File: src/rmcr_pkg.sv
// Package for the radio motor command responder: item structs, command codes,
// register indexes, reply layout constants and the sequencer state type.
// No dependencies.
`timescale 1ns / 1ps

package rmcr_pkg;

  // One input item.
  typedef struct packed {
    logic [1:0] kind;
    logic [7:0] sender;
    logic [7:0] command;
    logic [7:0] argument;
    logic [2:0] adc_channel;
    logic [7:0] adc_high;
    logic [7:0] adc_low;
  } in_item_t;

  // One result item.
  typedef struct packed {
    logic [4:0] motor_lines;
    logic       tx_valid;
    logic [7:0] tx_byte;
    logic       tx_last;
  } out_item_t;

  // Item kinds.
  localparam logic [1:0] KIND_COMMAND  = 2'd0;
  localparam logic [1:0] KIND_TICK     = 2'd1;
  localparam logic [1:0] KIND_ADC      = 2'd2;
  localparam logic [1:0] KIND_TRANSMIT = 2'd3;

  // ASCII command bytes.
  localparam logic [7:0] CMD_VERSION = 8'h56;  // 'V'
  localparam logic [7:0] CMD_ECHO    = 8'h45;  // 'E'
  localparam logic [7:0] CMD_MOTOR   = 8'h4D;  // 'M'
  localparam logic [7:0] CMD_STATUS  = 8'h53;  // 'S'
  localparam logic [7:0] CMD_ACK     = 8'h41;  // 'A'
  localparam logic [7:0] CMD_DUMP    = 8'h44;  // 'D'

  // Configuration register indexes.
  localparam logic [1:0] REG_OWN_ADDRESS   = 2'd0;
  localparam logic [1:0] REG_MOTOR_TIMEOUT = 2'd1;
  localparam logic [1:0] REG_PROTO_VERSION = 2'd2;

  // Configuration reset values.
  localparam logic [7:0] OWN_ADDRESS_RST   = 8'd0;
  localparam logic [7:0] MOTOR_TIMEOUT_RST = 8'd10;
  localparam logic [7:0] PROTO_VERSION_RST = 8'd1;

  localparam logic [4:0] MOTOR_MASK = 5'h1f;

  // Reply layout.
  localparam int         REPLY_DEPTH = 13;
  localparam logic [3:0] REPLY_MAX   = 4'd13;
  localparam logic [3:0] LEN_ECHO    = 4'd3;
  localparam logic [3:0] LEN_STATUS  = 4'd4;
  localparam logic [3:0] LEN_DUMP    = 4'd13;
  localparam logic [3:0] ADC_REPORT  = 4'd10;

  // Request from the sequencer to the ADC sample store.
  typedef struct packed {
    logic       wr_en;
    logic [2:0] wr_chan;
    logic [7:0] wr_high;
    logic [7:0] wr_low;
    logic       rd_en;
    logic [3:0] rd_byte;
  } adc_req_t;

  typedef enum logic [2:0] {
    ST_IDLE,
    ST_CMD_WR,
    ST_D_COPY,
    ST_EMIT,
    ST_TX_LEN,
    ST_TX_BYTE
  } rmcr_state_t;

endpackage

File: src/rmcr_adc_store.sv
// ADC sample store: one row of high and low byte per channel, with a valid
// bit per row so that unwritten bytes read as zero. Depends on rmcr_pkg.
`timescale 1ns / 1ps

module rmcr_adc_store #(
  parameter int ADC_CHANNELS = 5
) (
  input  logic              clk,
  input  logic              rst_n,
  input  rmcr_pkg::adc_req_t req,
  output logic [7:0]        rd_data
);
  import rmcr_pkg::*;

  localparam int ROW_W = (ADC_CHANNELS > 1) ? $clog2(ADC_CHANNELS) : 1;

  logic [15:0]             mem [ADC_CHANNELS];
  logic [ADC_CHANNELS-1:0] vld_r;
  logic [15:0]             row_r;
  logic                    ok_r;
  logic                    sel_r;

  logic                    wr_hit;
  logic [2:0]              rd_row;
  logic                    rd_hit;
  logic                    rd_ok;

  assign wr_hit = req.wr_en && ({2'b00, req.wr_chan} < 5'(ADC_CHANNELS));
  assign rd_row = req.rd_byte[3:1];
  assign rd_hit = {2'b00, rd_row} < 5'(ADC_CHANNELS);
  assign rd_ok  = rd_hit ? vld_r[ROW_W'(rd_row)] : 1'b0;

  always_ff @(posedge clk) begin
    if (wr_hit) begin
      mem[ROW_W'(req.wr_chan)] <= {req.wr_high, req.wr_low};
    end
    if (req.rd_en && rd_hit) begin
      row_r <= mem[ROW_W'(rd_row)];
    end
  end

  always_ff @(posedge clk) begin
    if (!rst_n) begin
      vld_r <= '0;
      ok_r  <= 1'b0;
      sel_r <= 1'b0;
    end else begin
      if (wr_hit) begin
        vld_r[ROW_W'(req.wr_chan)] <= 1'b1;
      end
      if (req.rd_en) begin
        ok_r  <= rd_ok;
        sel_r <= req.rd_byte[0];
      end
    end
  end

  // Even byte index is the high byte of the channel.
  assign rd_data = ok_r ? (sel_r ? row_r[7:0] : row_r[15:8]) : 8'h00;

endmodule

File: src/radio_motor_command_responder_unit.sv
// Radio motor command responder, top level: sequencer, reply buffer memory,
// configuration registers and output register. Depends on rmcr_pkg and
// rmcr_adc_store.
// Tick, ADC and non-building items pass from idle to the emit state and give
// their result from there; E and V/S/M replies take 3 or 4 buffer writes first,
// D takes 3 writes plus a copy of ten ADC bytes from the ADC store.
// A transmit gives its length byte first and then one byte per cycle while
// the output side takes them.
// One item is worked on at a time; the next is accepted once the sequencer
// is back in idle.
// Reset is synchronous and active low; it clears all control state and the
// ADC row valid bits, so the ADC store reads as zero. The reply buffer is
// not cleared; it is only read after a reply has written it.
`timescale 1ns / 1ps

module radio_motor_command_responder_unit #(
  parameter int ADC_CHANNELS = 5
) (
  input  logic                clk,
  input  logic                rst_n,
  input  logic                in_valid,
  output logic                in_ready,
  input  rmcr_pkg::in_item_t  in_item,
  output logic                out_valid,
  input  logic                out_ready,
  output rmcr_pkg::out_item_t out_item,
  input  logic                cfg_we,
  input  logic [1:0]          cfg_index,
  input  logic [7:0]          cfg_wdata
);
  import rmcr_pkg::*;

  // Configuration registers.
  logic [7:0] own_addr_r;
  logic [7:0] timeout_r;
  logic [7:0] version_r;

  // Control state.
  rmcr_state_t state_r, state_nxt;
  logic [4:0]  motor_r, motor_nxt;
  logic [7:0]  countdown_r, countdown_nxt;
  logic [3:0]  reply_len_r, reply_len_nxt;
  logic [3:0]  step_r, step_nxt;
  logic [3:0]  tx_n_r, tx_n_nxt;
  logic [7:0]  sender_r, sender_nxt;
  logic [7:0]  cmd_r, cmd_nxt;

  // Output register.
  logic        out_valid_r;
  out_item_t   out_item_r;
  logic        out_load;
  out_item_t   out_nxt;
  logic        slot_free;

  // Reply buffer memory: one write and one registered read port.
  logic [7:0]  reply_mem [REPLY_DEPTH];
  logic        rb_we;
  logic [3:0]  rb_waddr;
  logic [7:0]  rb_wdata;
  logic        rb_re;
  logic [3:0]  rb_raddr;
  logic [7:0]  rb_rdata_r;

  // ADC store.
  adc_req_t    adc_req;
  logic [7:0]  adc_rd_data;

  logic        builds;
  logic [3:0]  clamp_len;

  rmcr_adc_store #(
    .ADC_CHANNELS(ADC_CHANNELS)
  ) u_adc_store (
    .clk    (clk),
    .rst_n  (rst_n),
    .req    (adc_req),
    .rd_data(adc_rd_data)
  );

  // The output register takes a new result whenever it is empty or its
  // current result leaves in the same cycle.
  assign slot_free = !out_valid_r || out_ready;
  assign out_valid = out_valid_r;
  assign out_item  = out_item_r;
  assign in_ready  = (state_r == ST_IDLE);

  // A command builds a reply only when none is pending and it is one of the
  // reply-producing commands.
  always_comb begin
    builds = 1'b0;
    if (reply_len_r == 4'd0) begin
      builds = (in_item.command == CMD_VERSION) || (in_item.command == CMD_ECHO) ||
               (in_item.command == CMD_MOTOR)   || (in_item.command == CMD_STATUS) ||
               (in_item.command == CMD_DUMP);
    end
    clamp_len = (reply_len_r > REPLY_MAX) ? REPLY_MAX : reply_len_r;
  end

  always_ff @(posedge clk) begin
    if (!rst_n) begin
      own_addr_r <= OWN_ADDRESS_RST;
      timeout_r  <= MOTOR_TIMEOUT_RST;
      version_r  <= PROTO_VERSION_RST;
    end else if (cfg_we) begin
      unique case (cfg_index)
        REG_OWN_ADDRESS:   own_addr_r <= cfg_wdata;
        REG_MOTOR_TIMEOUT: timeout_r  <= cfg_wdata;
        REG_PROTO_VERSION: version_r  <= cfg_wdata;
        default: ;
      endcase
    end
  end

  always_ff @(posedge clk) begin
    if (!rst_n) begin
      state_r     <= ST_IDLE;
      motor_r     <= '0;
      countdown_r <= '0;
      reply_len_r <= '0;
      step_r      <= '0;
      tx_n_r      <= '0;
      out_valid_r <= 1'b0;
    end else begin
      state_r     <= state_nxt;
      motor_r     <= motor_nxt;
      countdown_r <= countdown_nxt;
      reply_len_r <= reply_len_nxt;
      step_r      <= step_nxt;
      tx_n_r      <= tx_n_nxt;
      if (out_load) begin
        out_valid_r <= 1'b1;
      end else if (out_ready) begin
        out_valid_r <= 1'b0;
      end
    end
  end

  // Payload registers need no reset.
  always_ff @(posedge clk) begin
    sender_r <= sender_nxt;
    cmd_r    <= cmd_nxt;
    if (out_load) begin
      out_item_r <= out_nxt;
    end
  end

  always_ff @(posedge clk) begin
    if (rb_we) begin
      reply_mem[rb_waddr] <= rb_wdata;
    end
    if (rb_re) begin
      rb_rdata_r <= reply_mem[rb_raddr];
    end
  end

  // Sequencer.
  always_comb begin
    state_nxt     = state_r;
    motor_nxt     = motor_r;
    countdown_nxt = countdown_r;
    reply_len_nxt = reply_len_r;
    step_nxt      = step_r;
    tx_n_nxt      = tx_n_r;
    sender_nxt    = sender_r;
    cmd_nxt       = cmd_r;
    out_load      = 1'b0;
    out_nxt       = '{motor_lines: motor_r, tx_valid: 1'b0, tx_byte: 8'h00, tx_last: 1'b0};
    rb_we         = 1'b0;
    rb_waddr      = step_r;
    rb_wdata      = own_addr_r;
    rb_re         = 1'b0;
    rb_raddr      = step_r;
    adc_req       = '{wr_en: 1'b0, wr_chan: in_item.adc_channel, wr_high: in_item.adc_high,
                      wr_low: in_item.adc_low, rd_en: 1'b0, rd_byte: step_r};

    unique case (state_r)
      ST_IDLE: begin
        if (in_valid) begin
          step_nxt = 4'd0;
          unique case (in_item.kind)
            KIND_COMMAND: begin
              sender_nxt = in_item.sender;
              cmd_nxt    = in_item.command;
              if (in_item.command == CMD_ACK) begin
                reply_len_nxt = 4'd0;
              end
              if (in_item.command == CMD_MOTOR) begin
                motor_nxt     = in_item.argument[4:0] & MOTOR_MASK;
                countdown_nxt = timeout_r;
              end
              state_nxt = builds ? ST_CMD_WR : ST_EMIT;
            end
            KIND_TICK: begin
              if (countdown_r != 8'd0) begin
                countdown_nxt = countdown_r - 8'd1;
                if (countdown_r == 8'd1) begin
                  motor_nxt = '0;
                end
              end
              state_nxt = ST_EMIT;
            end
            KIND_ADC: begin
              adc_req.wr_en = 1'b1;
              state_nxt     = ST_EMIT;
            end
            KIND_TRANSMIT: begin
              tx_n_nxt  = clamp_len;
              state_nxt = (clamp_len == 4'd0) ? ST_EMIT : ST_TX_LEN;
            end
            default: ;
          endcase
        end
      end

      // Header and command bytes, one buffer write per cycle.
      ST_CMD_WR: begin
        rb_we    = 1'b1;
        step_nxt = step_r + 4'd1;
        unique case (step_r[1:0])
          2'd0: rb_wdata = own_addr_r;
          2'd1: rb_wdata = sender_r;
          2'd2: rb_wdata = (cmd_r == CMD_MOTOR) ? CMD_STATUS : cmd_r;
          2'd3: rb_wdata = (cmd_r == CMD_VERSION) ? version_r : {3'b000, motor_r};
          default: ;
        endcase
        if (step_r == 4'd2 && cmd_r == CMD_ECHO) begin
          reply_len_nxt = LEN_ECHO;
          state_nxt     = ST_EMIT;
        end else if (step_r == 4'd2 && cmd_r == CMD_DUMP) begin
          step_nxt  = 4'd0;
          state_nxt = ST_D_COPY;
        end else if (step_r == 4'd3) begin
          reply_len_nxt = LEN_STATUS;
          state_nxt     = ST_EMIT;
        end
      end

      // ADC byte j is read in step j and written to reply entry j + 3 in
      // the step after.
      ST_D_COPY: begin
        step_nxt = step_r + 4'd1;
        if (step_r < ADC_REPORT) begin
          adc_req.rd_en = 1'b1;
        end
        if (step_r != 4'd0) begin
          rb_we    = 1'b1;
          rb_waddr = step_r + 4'd2;
          rb_wdata = adc_rd_data;
        end
        if (step_r == ADC_REPORT) begin
          reply_len_nxt = LEN_DUMP;
          state_nxt     = ST_EMIT;
        end
      end

      ST_EMIT: begin
        if (slot_free) begin
          out_load  = 1'b1;
          state_nxt = ST_IDLE;
        end
      end

      ST_TX_LEN: begin
        if (slot_free) begin
          out_load         = 1'b1;
          out_nxt.tx_valid = 1'b1;
          out_nxt.tx_byte  = {4'b0000, tx_n_r};
          rb_re            = 1'b1;
          rb_raddr         = 4'd0;
          step_nxt         = 4'd0;
          state_nxt        = ST_TX_BYTE;
        end
      end

      // The read data register only moves on a read, so a stalled output
      // keeps the byte in hand.
      ST_TX_BYTE: begin
        if (slot_free) begin
          out_load         = 1'b1;
          out_nxt.tx_valid = 1'b1;
          out_nxt.tx_byte  = rb_rdata_r;
          out_nxt.tx_last  = (step_r == tx_n_r - 4'd1);
          if (step_r == tx_n_r - 4'd1) begin
            state_nxt = ST_IDLE;
          end else begin
            rb_re    = 1'b1;
            rb_raddr = step_r + 4'd1;
            step_nxt = step_r + 4'd1;
          end
        end
      end

      default: state_nxt = ST_IDLE;
    endcase
  end

  // A new result is never written over one that is still waiting.
  a_no_overwrite: assert property (@(posedge clk) disable iff (!rst_n)
    out_load |-> (!out_valid_r || out_ready))
    else $error("output register overwritten while full");

  // The byte counter stays inside the reply while it is sent.
  a_tx_in_range: assert property (@(posedge clk) disable iff (!rst_n)
    (state_r == ST_TX_BYTE) |-> (step_r < tx_n_r))
    else $error("transmit counter beyond reply length");

  // Only one item at a time is taken.
  a_one_item: assert property (@(posedge clk) disable iff (!rst_n)
    (in_valid && in_ready) |=> !in_ready)
    else $error("second item accepted while busy");

  // The final-byte flag comes only from the reply byte stage.
  a_last_from_tx: assert property (@(posedge clk) disable iff (!rst_n)
    (out_load && out_nxt.tx_last) |-> (state_r == ST_TX_BYTE))
    else $error("last flag outside a transmit");

endmodule

File: config.mk
export PLATFORM = sky130hd
export DESIGN_NAME = radio_motor_command_responder_unit
export DESIGN_NICKNAME = d
export VERILOG_FILES = /design/src/rmcr_pkg.sv /design/src/rmcr_adc_store.sv /design/src/radio_motor_command_responder_unit.sv
export SDC_FILE = /design/constraint.sdc
export NUM_CORES = 1
export LEC_CHECK = 0
export CORE_MARGIN = 2
export CORE_UTILIZATION = 60
export DETAILED_ROUTE_END_ITERATION = 7
export DONT_BUFFER_PORTS = 1
export GPL_TIMING_DRIVEN = 1
export PLACE_DENSITY = 0.77
export SYNTH_ARGS = -nofsm -noshare
export SYNTH_HDL_FRONTEND = slang
export SYNTH_SLANG_ARGS = --single-unit
File: constraint.sdc
create_clock -name clk -period 4.16 [get_ports clk]
set_input_delay 0.624 -clock clk [delete_from_list [all_inputs] [get_ports clk]]
set_output_delay 0.624 -clock clk [all_outputs]
set_load 0.02 [all_outputs]
After elaboration in Yosys (flattened, before gate mapping) --
Memories as Yosys holds them, arrays and structs flattened. A register that Yosys moved wholly into a read port is not among the register bits. Cells that the tools add are included.
Storage, ports and cells: flip-flop bits (word level) 91, RAM bits 184, input bits 60, output and inout port bits 17, word-level logic and storage cells 184, memories 2
Cells by class: add/sub/neg operators 4, $lt $le $gt $ge 7, eq/ne operators 42, multiplexer cells 73, bitwise operators 1, reduce and logical (&&, ||, !) cells 36
Memories:
- reply_mem | depth 13, width 8, rd ports 1, clocked after Yosys merged registers in 1, write ports 1, line radio_motor_command_responder_unit.sv:56 | logic [7:0] reply_mem [REPLY_DEPTH];
- u_adc_store.mem | depth 5, width 16, rd ports 1, clocked after Yosys merged registers in 1, write ports 1, line rmcr_adc_store.sv:17 | logic [15:0] mem [ADC_CHANNELS];
Operators with widths (count):
- == test 8 x 7 -> 1 bit, second input constant | 10
- two-way mux 4 bit | 16
- two-way mux 8 bit | 7
- one-hot mux 8 bit (2 select lines) | 2
- one-hot mux 8 bit (4 select lines) | 1
- two-way mux 3 bit | 10
- two-way mux 1 bit | 20
- one-hot mux 4 bit (5 select lines) | 1
- inequality test 2 bit, second input constant | 9
- one-hot mux 3 bit (6 select lines) | 1
- one-hot mux 9 bit (2 select lines) | 1
- two-way mux 5 bit | 3
- AND reduction 7 bit | 2
- one-hot mux 4 bit (3 select lines) | 1
- == test 2 bit, second input constant | 5
- two-way mux 10 bit | 1
- one-hot mux 5 bit (2 select lines) | 1
- AND reduction 2 bit | 5
- two-way mux 9 bit | 1
- one-hot mux 3 bit (3 select lines) | 1
- == test 4 x 2 -> 1 bit, second input constant | 2
- == test 8 x 1 -> 1 bit, second input constant | 1
- logical NOT 4 bit | 2
- < comparator 3 x 4 -> 1 bit, second input constant | 2
- 38 further kinds | 58

Depth between registers and ports, before layout --
depth after elaboration 10, gate-level depth with buffers 12, mapped depth without buffers 10

Hierarchy --
Synthesis repeated with hierarchy kept, for this count alone.
Unflattened totals: cells, all modules 976, area total of the unflattened synthesis 13055.0 um^2
Modules (own cells, without submodules):
- radio_motor_command_responder_unit | times used 1, cells an instance 762, area an instance 9138.8 um^2, seq. area each 5355.1 um^2
- rmcr_adc_store | times used 1, cells an instance 214, area an instance 3916.3 um^2, seq. area each 3022.9 um^2

Least setup slack after synthesis --
OpenSTA, ideal clock, no wires.
kind register -> register, start register state_r[2], end memory u_adc_store.mem[4][0], enable pin, setup time 440 ps, arrival 3171 ps, data required time 3720 ps, slack 549 ps, stages on the path, launching flop included 9, path buffers 2, clock period less this slack 3611 ps, cell sequence dfxtp_1 > buf_2 > nor2_1 > nand2_1 > inv_1 > and2_1 > clkbuf_1 > nand2_1 > nor4b_1
Between the ends: cells in the longest elaborated chain, start to end 5
Ends and longest elaborated chain:
- start: declaration | line radio_motor_command_responder_unit.sv:39 | rmcr_state_t state_r, state_nxt;
- start signal: assignment | line radio_motor_command_responder_unit.sv:124 | state_r <= state_nxt;
- logical NOT 3 bit
- net in_ready | line radio_motor_command_responder_unit.sv:22 | output logic in_ready,
- two-way mux 1 bit | line radio_motor_command_responder_unit.sv:176 | unique case (state_r)
- logical AND 1 bit | line rmcr_adc_store.sv:28 | assign wr_hit = req.wr_en && ({2'b00, req.wr_chan} < 5'(ADC_CHANNELS));
- two-way mux 1 bit | line rmcr_adc_store.sv:34 | if (wr_hit) begin
- two-way mux 1 bit (not written as such) | line rmcr_adc_store.sv:35 | mem[ROW_W'(req.wr_chan)] <= {req.wr_high, req.wr_low};
- end: declaration | line rmcr_adc_store.sv:17
The timed path passes the listed nets, and every way through them passes these cells.

Final worst setup path --
start register tx_n_r[0], end register rb_rdata_r[4] (read register of reply_mem), data pin
Between the ends: cells in the longest elaborated chain, start to end 5, elaborated cells between the ends (all ways) 8, classes of those cells 1 x add/sub; 1 x eq/ne; 6 x mux
Ends and longest elaborated chain:
- start: declaration | line radio_motor_command_responder_unit.sv:44 | logic [3:0] tx_n_r, tx_n_nxt;
- start signal: assignment | line radio_motor_command_responder_unit.sv:129 | tx_n_r <= tx_n_nxt;
- subtractor 4 x 1 -> 4 bit (*) | line radio_motor_command_responder_unit.sv:283 | if (step_r == tx_n_r - 4'd1) begin
- == test 4 bit (*) | line radio_motor_command_responder_unit.sv:283
- two-way mux 4 bit or two-way mux 1 bit (tied branches) | line radio_motor_command_responder_unit.sv:283
- two-way mux 4 bit or two-way mux 1 bit (tied branches)
- one-hot mux 4 bit (2 select lines) or one-hot mux 1 bit (2 select lines) (tied branches) | line radio_motor_command_responder_unit.sv:176
- end: declaration | line radio_motor_command_responder_unit.sv:62 | logic [7:0] rb_rdata_r;
Every way passes the cells marked *; elsewhere a longest branch is shown, timed or not. A chain may end at the register's enable or synchronous reset.

==> results.md <==
- The post-detailed-route wirelength per cell is 21.41 µm.
- The final number of hold-violating endpoints is 0.
- The number of maximum-capacitance violations is 0.
- The routed layout has 8098 vias.
- In the synthesized netlist the dominant register cell turns out to be sky130_fd_sc_hd__edfxtp_1.
- In the routed design, unresolved DRC markers number 0.
- For the finished layout, the period the worst path requires is 3.568 ns.
- The highest-delay cell along the critical path is sky130_fd_sc_hd__or2_1.
- Sequential cells were found to cover 64.40% of the synthesized design area.
- The delay of the slowest critical-path stage is 0.77 ns.
- Together, buffers and inverters on the worst path number 2.
- Gates resized during post-CTS repair numbered 0.
- The TritonCTS clock tree is built.
- In this run the remaining antenna-violating nets after routing total 0.
- The weighted congestion reported at the end of routability-driven placement is 0.8712.
- The required arrival time at the worst endpoint is 4.59 ns.
- The first-pass GRT wire length is 41950 µm.
- The initial antenna violation count is 0.
- The proportion of netlist area held by the largest area contributor is 55.17%.
- The number of nets handed over by synthesis was 1048.
- Sorting the synthesized cells by area gives the leading types as sky130_fd_sc_hd__edfxtp_1 (55%), sky130_fd_sc_hd__dfxtp_1 (9.2%), sky130_fd_sc_hd__mux2i_1 (3.2%).
- The average via count per standard cell is 6.361.
- The tightest slew margin relative to the limit is 12.40%.
- The longest clock path from root to sink contains 3 buffers.
- The mapped netlist covers 13010 µm².
- In this run the mean area of a mapped cell was 13.36 µm².
- The run finished with clean final reports.
- The total CTS buffers is 29.
- Dividing the final minimum period by the clock period gives 85.77%.
- STA classifies the critical path startpoint as a flip-flop.
- The detailed-placement wirelength estimate is 17890 µm.
- The share of async-settable or async-resettable flops after synthesis is 0%.
- The area growth from synthesis to layout is 9.513%.
- Timing would allow up to 0.2803 GHz.
- The first detailed-routing pass took 5 iterations.
- The detailed-route wire length is 27250 µm.
- The area of the core is 21150 µm².
- Synthesis handed over a netlist of 974 instances.
- The type of element capturing the critical path is a flip-flop.
- The later-pin clock latency in the skew report is 0.56 ns.
- The unique cell type count in the Yosys netlist is 72.
- The slew at the pin closest to its max-slew limit is 1.314 ns.
- Setup violations remaining at the end of the flow were counted as 0.
- CTS saw 299 sinks.
- The highest fanout seen on the critical path is 22.
- The final instance area is 14250 µm².
- CTS built an H-tree with a depth of 1.
- Between clock sinks in the finished design, the worst skew comes to 0.007973 ns.
- The total negative slack for setup checks is 0 ns.
- The die extent in y is 151.2 µm.
- In this run the post-CTS setup repair buffer count came out at 0.
- After global routing the overflow that remains totals 0.
- In this run the static leakage power is 4.909 nW.
- Global routing consumed, over all layers together, 23.88% of the routing resources.
- Broken down by cell family, the worst path's largest delay share belongs to simple AND/OR/NAND/NOR gates.
- The cell sitting at the root of the clock tree is a sky130_fd_sc_hd__clkbuf_16.
- The flip-flop and latch count after synthesis is 299.
- The largest area contributor in the netlist is sky130_fd_sc_hd__edfxtp_1.
- The worst setup path is of the flip-flop to flip-flop kind.
- The number of pins exceeding their max-slew limit in the final report came to 0.
- VDD sags by at most 0.5600 mV.
- After clock tree synthesis, the clock-pin slew on the worst setup and hold paths is 0.06 ns.
- The DRC marker count from the first detailed-route iteration is 735.
- The share of post-route cells with drive strength above 1 is 12.85%.
- In this run the power density over the cells is 538.6 nW/µm².
- The number of warnings reported in the yosys synthesis log is 0.
- Setup repair after global routing left no endpoint under its margin.
- The signal on the critical path passes through inv_1 > ha_1 > xnor2_1 > or3_4 > o31ai_4 > or2_1 > buf_4 > a21oi_1 > a22oi_1 > o221a_2.
- The die is 151.2 µm wide.
- The starting density of the core is 61.50%.
- The number of placement rows is 53.
- The critical path data arrival time is 3.99 ns.
- The die footprint is 22880 µm².
- Entering global routing, the biggest net connects 59 pins.
- The type of the worst min-delay path is input port to flip-flop.
- The number of enable flip-flop cells after synthesis is 239.
- 77 I/O pins were placed.
- Buffers placed on the I/O ports in this run total 0.
- Summing all placed instances gives a cell area of 13320 µm².
- The via count of the first global-routing pass is 7657.
- In the final design database the tool counted 1047 nets.
- After clock tree synthesis, the flow added hold-fix buffers numbering 0.
==> logic make-up after synthesis <==
group                    after synthesis  synth area share (%)
AND/OR/NAND/NOR                      269                 10.56
multiplexers                          80                 8.118
flip-flops                           299                 64.40
AO/OA/AOI/OAI                        226                 12.48
XOR/XNOR                               8                0.6540
buffers and inverters                 78                 2.433
adder cells (fa/ha/maj)               14                 1.347
==> area by class of cell <==
class,count,area [µm²]
diodes,2,5.005
clock buffers,35,748.2
clock inverters,19,175.2
fillers,1456,6908
inverters,22,82.58
multi-input cells,597,4333
flip-flops and latches,299,8378
well taps,275,344.1
repair buffers,24,180.2
==> worst reg2reg max path, delay by kind of cell, from the launching register on <==
kind / cells / cell delay (ns)
flops: 1 / 0.40
simple gates: 2 / 1.21
buf+inv: 2 / 0.43
compound gates: 4 / 0.94
fa+ha+maj: 1 / 0.31
xor+xnor: 1 / 0.16
==> layer usage <==
metal,global-route usage (%),part of all wire [%],vias to the layer above
met5,0,0,-
met4,8.505,3.0,0
met3,5.572,9.0,52
met2,37.71,47,385
met1,32.76,41,3932
li1,-,-,3729
==> synthesized netlist by cell type, drive strengths merged (5+ instances only) <==
cell type  number
mux4           17
a311o           8
o21a            7
mux2i          42
buf            22
nor2           57
and3           10
o22ai           8
a41oi           6
nor2b          35
ha             14
mux2           21
o221a          12
nor3b          21
nand3          14
a22oi          22
o21ai          27
a21oi          62
a221oi          7
a211oi          6
o31ai           6
xnor2           6
or3             9
dfxtp          60
clkbuf         34
nand4           5
a21boi         15
a211o          17
nand2          82
inv            21
edfxtp        239
nand2b          5
and2            8
nor3            6
==> through the flow <==
step	utilization, %	hold WS (ns)	worst slack (ns)	total power (W)	std cells
6_report	67.34	0.1469	0.5919	0.007672	1273
2_1_floorplan	-	0.4255	0.5488	0.004768	974
3_3_place_gp	62.96	0.4451	0.8042	0.005117	1217
3_5_place_dp	62.96	0.4534	0.7034	0.005150	1217
4_1_cts	67.32	0.1226	0.6637	0.007681	1271
5_1_grt	67.32	0.1342	0.4653	0.007984	1271
==> power by group <==
group | internal, W | total [W] | leakage (nW) | switching (W)
clock | 0.00147 | 0.00255 | 0.457 | 0.00108
combinational | 0.000545 | 0.00147 | 1.78 | 0.000923
sequential | 0.00350 | 0.00366 | 2.67 | 0.000151
==> placed cells by master (no fill, tap or decap), types with 4 or more instances in the layout <==
cell type	instances
sky130_fd_sc_hd__nand2b_1	5
sky130_fd_sc_hd__o221a_2	12
sky130_fd_sc_hd__a211oi_1	6
sky130_fd_sc_hd__a22oi_1	22
sky130_fd_sc_hd__xnor2_1	6
sky130_fd_sc_hd__clkinv_2	7
sky130_fd_sc_hd__mux2i_1	41
sky130_fd_sc_hd__nand3_1	14
sky130_fd_sc_hd__edfxtp_1	239
sky130_fd_sc_hd__nor2b_1	35
sky130_fd_sc_hd__or3_1	8
sky130_fd_sc_hd__clkbuf_1	6
sky130_fd_sc_hd__o21a_1	7
sky130_fd_sc_hd__a21oi_1	60
sky130_fd_sc_hd__nor3_1	5
sky130_fd_sc_hd__mux2_2	20
sky130_fd_sc_hd__a311o_1	8
sky130_fd_sc_hd__nand2_1	82
sky130_fd_sc_hd__nor2_1	57
sky130_fd_sc_hd__o21ai_0	26
sky130_fd_sc_hd__and2_1	8
sky130_fd_sc_hd__o31ai_1	4
sky130_fd_sc_hd__ha_1	14
sky130_fd_sc_hd__clkinv_1	9
sky130_fd_sc_hd__a41oi_1	6
sky130_fd_sc_hd__buf_4	24
sky130_fd_sc_hd__dfxtp_1	60
sky130_fd_sc_hd__mux4_2	17
sky130_fd_sc_hd__and3_1	10
sky130_fd_sc_hd__nor3b_1	21
sky130_fd_sc_hd__a21boi_0	15
sky130_fd_sc_hd__clkbuf_16	29
sky130_fd_sc_hd__inv_1	20
sky130_fd_sc_hd__a221oi_1	7
sky130_fd_sc_hd__o22ai_1	8
sky130_fd_sc_hd__a211o_1	17
sky130_fd_sc_hd__nand4_1	5
==> state kept, by name, indices dropped and copies added, names as in the netlist <==
signal and cells:
sender_r 8, timeout_r 8, u_adc_store.sel_r 1, rb_rdata_r 8, tx_n_r 4, out_item 15
version_r 8, state_r 3, u_adc_store.mem 80, countdown_r 8, cmd_r 8, u_adc_store.vld_r 5
reply_mem 104, u_adc_store.ok_r 1, reply_len_r 4, out_valid 1, step_r 4, own_addr_r 8
u_adc_store.row_r 16, motor_r 5
==> worst paths after layout <==
| path | startpoint | end | slack (ns) | cells past startpoint |
|---|---|---|---|---|
| max | tx_n_r[0] | rb_rdata_r[4] | 0.59 | 10 |
| min | rst_n | version_r[0] | 0.15 | 1 |
| max reg2reg | tx_n_r[0] | rb_rdata_r[4] | 0.59 | 10 |
| min reg2reg | u_adc_store.vld_r[3] | u_adc_store.vld_r[3] | 0.47 | 1 |
No activity file was read; power rests on OpenSTA's default activity.
